## config.mk

```make
export PLATFORM = sky130hd
export DESIGN_NAME = mavlink_frame_crc_checker_core
export DESIGN_NICKNAME = d
export VERILOG_FILES = /design/src/rtl/core/mfcc_pkg.sv /design/src/rtl/core/mavlink_frame_crc_checker_core.sv
export SDC_FILE = /design/constraint.sdc
export NUM_CORES = 1
export LEC_CHECK = 0
export CORE_MARGIN = 2
export CORE_UTILIZATION = 49
export DETAILED_ROUTE_END_ITERATION = 12
export DONT_BUFFER_PORTS = 1
export HOLD_SLACK_MARGIN = 0.06
export PLACE_DENSITY = 0.62
export SLEW_MARGIN = 20
export SYNTH_ARGS = -nofsm -noshare
export SYNTH_HDL_FRONTEND = slang
export SYNTH_SLANG_ARGS = --single-unit
```

## constraint.sdc

```tcl
create_clock -name i_clk -period 10.1 [get_ports i_clk]
set_clock_uncertainty 0.1 [all_clocks]
set_input_delay 0.505 -clock i_clk [delete_from_list [all_inputs] [get_ports i_clk]]
set_output_delay 0.505 -clock i_clk [all_outputs]
set_load 0.01 [all_outputs]
```

## src/rtl/core/mfcc_pkg.sv

```systemverilog
// ----------------------------------------------------------------------------
// mfcc_pkg
// shared types, constants and the x.25 crc byte step for the frame checker
// ----------------------------------------------------------------------------
package mfcc_pkg;

    typedef enum logic [1:0] {
        ST_OK           = 2'd0,
        ST_TOO_SHORT    = 2'd1,
        ST_LEN_MISMATCH = 2'd2,
        ST_BAD_START    = 2'd3
    } t_status;

    localparam logic [1:0]  VER_NONE   = 2'd0;
    localparam logic [1:0]  VER_1      = 2'd1;
    localparam logic [1:0]  VER_2      = 2'd2;

    localparam logic [7:0]  START_V1   = 8'hFE;
    localparam logic [7:0]  START_V2   = 8'hFD;
    localparam logic [7:0]  SIGNED_BIT = 8'h01;
    localparam logic [15:0] CRC_INIT   = 16'hFFFF;
    localparam logic [9:0]  SIG_BYTES  = 10'd13;
    localparam logic [9:0]  V2_HDR     = 10'd10;
    localparam logic [9:0]  V1_HDR     = 10'd6;
    localparam logic [8:0]  COUNT_MAX  = 9'd511;
    localparam logic [9:0]  V1_MIN_LEN = 10'd8;
    localparam logic [9:0]  V2_MIN_LEN = 10'd12;
    localparam logic [9:0]  CRC_BYTES  = 10'd2;

    localparam int DATA_W = 80;

    // one byte of the mcrf4xx form of the x.25 crc
    function automatic logic [15:0] crc_step(input logic [7:0] b, input logic [15:0] crc);
        logic [7:0] t;
        t = b ^ crc[7:0];
        t = t ^ {t[3:0], 4'b0000};
        return {8'h00, crc[15:8]} ^ {t, 8'h00} ^ {5'b00000, t, 3'b000} ^ {12'h000, t[7:4]};
    endfunction

endpackage

```

## src/rtl/core/mavlink_frame_crc_checker_core.sv

```systemverilog
// ----------------------------------------------------------------------------
// mavlink_frame_crc_checker_core
// byte-serial mavlink v1/v2 frame length and x.25 checksum check
// ----------------------------------------------------------------------------
// result: the final byte passes the input register, then raises o_m_tvalid
// throughput: one byte per cycle unless a final byte waits, set by the single crc
//   byte update between the input register and the frame state registers
// stalls: only the final byte of a frame waits, and only while a result is held
// reset: i_rst_n synchronous active low, clears the input and output valids
//   and returns the frame state to its start-of-frame values
// ----------------------------------------------------------------------------
module mavlink_frame_crc_checker_core (
    input  logic        i_clk,
    input  logic        i_rst_n,
    // slave side
    input  logic        i_s_tvalid,
    output logic        o_s_tready,
    input  logic [15:0] i_s_tdata,   // [7:0] data_byte, [15:8] seed_byte
    input  logic        i_s_tlast,   // frame_end
    // master side
    output logic        o_m_tvalid,
    input  logic        i_m_tready,
    // [1:0] status, [3:2] version, [11:4] pay_len, [35:12] msg_id,
    // [43:36] seed_echo, [59:44] computed_crc, [75:60] received_crc,
    // [76] crc_match, [79:77] zero
    output logic [mfcc_pkg::DATA_W-1:0] o_m_tdata
);

    // input register
    logic       r_in_valid;
    logic [7:0] r_in_byte;
    logic [7:0] r_in_extra;
    logic       r_in_last;

    // frame state
    logic [8:0]  r_byte_count, n_byte_count;
    logic [7:0]  r_frame_start, n_frame_start;
    logic [7:0]  r_length_field, n_length_field;
    logic        r_signed_flag, n_signed_flag;
    logic [23:0] r_msg_id, n_msg_id;
    logic [15:0] r_crc_running, n_crc_running;
    logic [15:0] r_crc_received, n_crc_received;

    // result register
    logic                        r_out_valid;
    logic [mfcc_pkg::DATA_W-1:0] r_out_data, n_out_data;

    logic                        advance;
    logic [1:0]                  ver;
    logic [9:0]                  pos;
    logic [9:0]                  ck_pos;
    logic [9:0]                  len_total;
    logic [9:0]                  expected;
    logic [15:0]                 computed;
    mfcc_pkg::t_status           status;
    logic                        match;

    // a byte without frame_end never waits on the output side
    assign advance    = r_in_valid && (!r_in_last || !r_out_valid || i_m_tready);
    assign o_s_tready = !r_in_valid || advance;
    assign o_m_tvalid = r_out_valid;
    assign o_m_tdata  = r_out_data;

    always_ff @(posedge i_clk) begin
        if (!i_rst_n) begin
            r_in_valid <= 1'b0;
        end else if (o_s_tready) begin
            r_in_valid <= i_s_tvalid;
        end
        if (o_s_tready && i_s_tvalid) begin
            r_in_byte  <= i_s_tdata[7:0];
            r_in_extra <= i_s_tdata[15:8];
            r_in_last  <= i_s_tlast;
        end
    end

    always_comb begin
        pos            = {1'b0, r_byte_count};
        n_byte_count   = r_byte_count;
        n_frame_start  = (r_byte_count == 9'd0) ? r_in_byte : r_frame_start;
        n_length_field = (r_byte_count == 9'd1) ? r_in_byte : r_length_field;
        n_signed_flag  = r_signed_flag;
        n_msg_id       = r_msg_id;
        n_crc_running  = r_crc_running;
        n_crc_received = r_crc_received;

        if (n_frame_start == mfcc_pkg::START_V1) begin
            ver = mfcc_pkg::VER_1;
        end else if (n_frame_start == mfcc_pkg::START_V2) begin
            ver = mfcc_pkg::VER_2;
        end else begin
            ver = mfcc_pkg::VER_NONE;
        end

        ck_pos = ((ver == mfcc_pkg::VER_1) ? mfcc_pkg::V1_HDR : mfcc_pkg::V2_HDR)
                 + {2'b00, n_length_field};

        // saturated count: later bytes change nothing
        if (r_byte_count != mfcc_pkg::COUNT_MAX) begin
            if (ver == mfcc_pkg::VER_2 && pos == 10'd2) begin
                n_signed_flag = |(r_in_byte & mfcc_pkg::SIGNED_BIT);
            end
            if (ver == mfcc_pkg::VER_1 && pos == 10'd5) begin
                n_msg_id = {16'h0000, r_in_byte};
            end
            if (ver == mfcc_pkg::VER_2 && pos == 10'd7) begin
                n_msg_id[7:0] = r_msg_id[7:0] | r_in_byte;
            end
            if (ver == mfcc_pkg::VER_2 && pos == 10'd8) begin
                n_msg_id[15:8] = r_msg_id[15:8] | r_in_byte;
            end
            if (ver == mfcc_pkg::VER_2 && pos == 10'd9) begin
                n_msg_id[23:16] = r_msg_id[23:16] | r_in_byte;
            end
            if (ver != mfcc_pkg::VER_NONE) begin
                // crc covers the length byte up to the checksum
                if (pos >= 10'd1 && pos < ck_pos) begin
                    n_crc_running = mfcc_pkg::crc_step(r_in_byte, r_crc_running);
                end
                if (pos == ck_pos) begin
                    n_crc_received[7:0] = r_in_byte;
                end
                if (pos == ck_pos + 10'd1) begin
                    n_crc_received[15:8] = r_in_byte;
                end
            end
            n_byte_count = r_byte_count + 9'd1;
        end

        // length checks on the final byte
        len_total = pos + 10'd1;
        if (ver == mfcc_pkg::VER_1) begin
            expected = mfcc_pkg::V1_HDR + {2'b00, n_length_field} + mfcc_pkg::CRC_BYTES;
        end else begin
            expected = mfcc_pkg::V2_HDR + {2'b00, n_length_field} + mfcc_pkg::CRC_BYTES
                       + (n_signed_flag ? mfcc_pkg::SIG_BYTES : 10'd0);
        end

        if (len_total < mfcc_pkg::V1_MIN_LEN) begin
            status = mfcc_pkg::ST_TOO_SHORT;
        end else if (ver == mfcc_pkg::VER_1) begin
            status = (len_total == expected) ? mfcc_pkg::ST_OK : mfcc_pkg::ST_LEN_MISMATCH;
        end else if (ver == mfcc_pkg::VER_2) begin
            if (len_total < mfcc_pkg::V2_MIN_LEN) begin
                status = mfcc_pkg::ST_TOO_SHORT;
            end else begin
                status = (len_total == expected) ? mfcc_pkg::ST_OK
                                                 : mfcc_pkg::ST_LEN_MISMATCH;
            end
        end else begin
            status = mfcc_pkg::ST_BAD_START;
        end

        // seed byte folded in last
        computed = mfcc_pkg::crc_step(r_in_extra, n_crc_running);
        match    = (status == mfcc_pkg::ST_OK) && (computed == n_crc_received);

        n_out_data = {3'b000, match, n_crc_received, computed, r_in_extra,
                      n_msg_id, n_length_field, ver, status};
    end

    always_ff @(posedge i_clk) begin
        if (!i_rst_n || (advance && r_in_last)) begin
            // end of frame or reset: back to start-of-frame state
            r_byte_count   <= 9'd0;
            r_frame_start  <= 8'h00;
            r_length_field <= 8'h00;
            r_signed_flag  <= 1'b0;
            r_msg_id       <= 24'h000000;
            r_crc_running  <= mfcc_pkg::CRC_INIT;
            r_crc_received <= 16'h0000;
        end else if (advance) begin
            r_byte_count   <= n_byte_count;
            r_frame_start  <= n_frame_start;
            r_length_field <= n_length_field;
            r_signed_flag  <= n_signed_flag;
            r_msg_id       <= n_msg_id;
            r_crc_running  <= n_crc_running;
            r_crc_received <= n_crc_received;
        end
    end

    always_ff @(posedge i_clk) begin
        if (!i_rst_n) begin
            r_out_valid <= 1'b0;
        end else if (advance && r_in_last) begin
            r_out_valid <= 1'b1;
        end else if (i_m_tready) begin
            r_out_valid <= 1'b0;
        end
        if (advance && r_in_last) begin
            r_out_data <= n_out_data;
        end
    end

endmodule

```

==> reports/metrics.cfg <==
[critical_path]
critPathKind=reg -> reg
r2r_start=r_byte_count[4]
rrSetupSlack_ns=2.64
crit_path_max_incr_delay_ns=0.78
cp_num_cells=21
r2r-end=o_m_tdata[76]
required_ns=10.25
cpMostUsedCell=xnor2_1
critPathCapture=o_m_tdata[76]
path_max_fanout=17
reg2reg_depth=21
startpoint=r_byte_count[4]
cp.arrival_ns=7.61
path_delay_family=simple AND/OR/NAND/NOR gates
worstPathBufferInverterCount=1
cp_slowest_cell=and3_1
worst_setup_path_start_kind=flip-flop
worstSetupEndpointType=flip-flop
worstPathCellList=nor4_4, and3_1, mux2i_1, inv_1, ha_1, a21oi_1, nand2_1, mux2i_2, xnor2_1, ha_1, o211a_1, o31ai_1, a41o_1, nand3_2, mux2i_1, xnor2_1, xnor2_1, or3_1, a211oi_1, nand4_1, nor4b_2

[clock_tree]
insertion_delay_ns=0.44
cts_tree=yes
numCtsBuffers=17
clockBufferDepth=2
cts-root-buf=clkbuf_16
numClockSinks=178
h-tree-depth=4
clkTransAtPathRegs_ns=0.07

[hold_path]
hold_path_depth=1
min-delay-path-class=in -> reg

[die]
rows=50
die_area_um2=20400
initial_core_util=0.502
io_pins=103
fp.dieH_um=143
coreArea_um2=18800
die_x_um=143

[drt]
drt_iter0_markers=520
ant_nets=0
via_count=6898
dr.pass1.iters=5
wl_per_cell_um=20.1
drcViolationCount=0
viasPerCell=5.68
drt-total-wl_um=24400

[synthesis]
synth-edff-count=94
syn_area_per_cell_um2=9.97
synthTopCellsByArea=edfxtp_1 (30%), dfxtp_1 (18%), xnor2_1 (6.1%)
ys.flop_type=edfxtp_1
ys_warn_count=0
synth_area_um2=9460
synth.top_cell.area_share=0.298
yosys.area.top_type=edfxtp_1
synth.distinct_cells=72
yosysSeqAreaShare=0.476
synthCells=949
synth-seq-cells=178
async_flop_share=0

[timing]
slew_headroom=0.318
tightest_slew_ns=1.02
rsz0062_at_grt=false
fin_hold_ws_ns=0.0910
hold_viol_final=0
setup_viol=0
period_needed_ns=7.46
clock.fmax_mhz=134
period_share=0.738
fin_setup_tns_ns=0
slew_viol_final=0

[global_route]
antenna_found_initial=0
grt_usage=0.246
grt_pass1_wl_um=37900
overflow=0
grt_max_degree=70
first_global_vias=6419

[placed_design]
port_buffers=0
place_hpwl_um=16600
place.gp.congestion=0.903

[power_and_ir_drop]
power_density_nw_per_um2=161
p_leak_nw=3.98
irDropWorstVdd_uv=112

[layout]
drive_gt1_frac=0.0775
diodes=0
final_cell_mix=edfxtp_1 (94), nor2_1 (92), nand2_1 (91)
syn2layout_area_growth_pct=10.2
layout_commonest_cell=edfxtp_1
num-nets-final=990

[run]
drv_cap=0

[run_status]
status=complete, no violations

==> registers in the layout (all words and copies together) (netlist names) <==
name            flops
r_crc_received     16
r_in_extra          8
r_in_valid          1
r_length_field      8
r_byte_count        9
r_in_byte           8
r_frame_start       8
r_in_last           1
r_msg_id           24
r_signed_flag       1
r_crc_running      16
o_m_tdata          77
o_m_tvalid          1
==> power by group <==
part	leakage [nW]	internal, mW	switching (mW)
sequential	1.56	0.785	0.0186
clock	0.284	0.352	0.318
combinational	2.14	0.0773	0.132
==> cell type report <==
class                           instances  area [um^2]
Inverter                               42          158
Multi-Input combinational cell        673         4580
Timing Repair Buffer                   30          268
Clock buffer                           17          425
Sequential cell                       178         4500
Tap cell                              260          325
Fill cell                            1643         8400
Clock inverter                         15          169
==> cells in the mapped netlist, types with 12 or more instances <==
master and instances:
nand3_1 25, xnor2_1 66, and3_1 12, inv_1 42, mux2i_1 41, clkbuf_1 43, a21oi_1 59, nand4_1 13
edfxtp_1 94, nand2_1 92, xor2_1 35, ha_1 26, a211oi_1 23, dfxtp_1 84, nor3_1 31, nor2_1 92
==> how the worst min path moves through the flow <==
stage	startpoint	endpoint	slack (ns)
floorplan	r_crc_received[11]	r_crc_received[11]	0.34
global placement	r_msg_id[3]	r_msg_id[3]	0.34
detailed placement	r_msg_id[3]	r_msg_id[3]	0.35
CTS	i_rst_n	o_m_tvalid	0.08
global route	i_rst_n	o_m_tvalid	0.07
finish	i_rst_n	o_m_tvalid	0.09
==> cell families (layout without fill, tap and decap cells) <==
logic type	Yosys count	in the layout	share of synthesized area
muxes	53	53	0.0579
adders and majority gates	27	27	0.0365
and+or+nand+nor	323	323	0.166
DFF	178	178	0.476
AOI/OAI and AO/OA	162	162	0.117
xor gates and xnor gates	105	105	0.102
other	1	3	0.000396
buffers and inverters	100	104	0.0432
==> per-stage QoR <==
| stage | instance area, um^2 | power, mW | util | std cells | setup slack (ns) |
|---|---|---|---|---|---|
| floorplan | 9470 | 0.970 | - | 951 | 3.95 |
| global placement | 9660 | 1.02 | 0.513 | 1166 | 2.92 |
| detailed placement | 9660 | 1.02 | 0.513 | 1166 | 2.72 |
| CTS | 10400 | 1.70 | 0.554 | 1215 | 2.68 |
| global route | 10400 | 1.75 | 0.554 | 1215 | 1.98 |
| finish | 10400 | 1.68 | 0.554 | 1215 | 2.64 |
==> repair_timing <==
action | 4_1_cts | 5_1_grt
resized for setup | 0 | 0
buffers inserted | 0 | 0
hold endpoints to repair | 17 | 0
hold buffers | 17 | 0
==> per-layer routing <==
layer,vias up,track usage,part of all wire,routed length [um]
met5,-,0,0,0
met4,0,0.0917,0.024,590
met3,35,0.0520,0.060,1470
met2,205,0.383,0.47,11500
met1,3286,0.340,0.44,10800
li1,3372,-,-,-
Note: power is estimated with default switching activity, not from simulation.
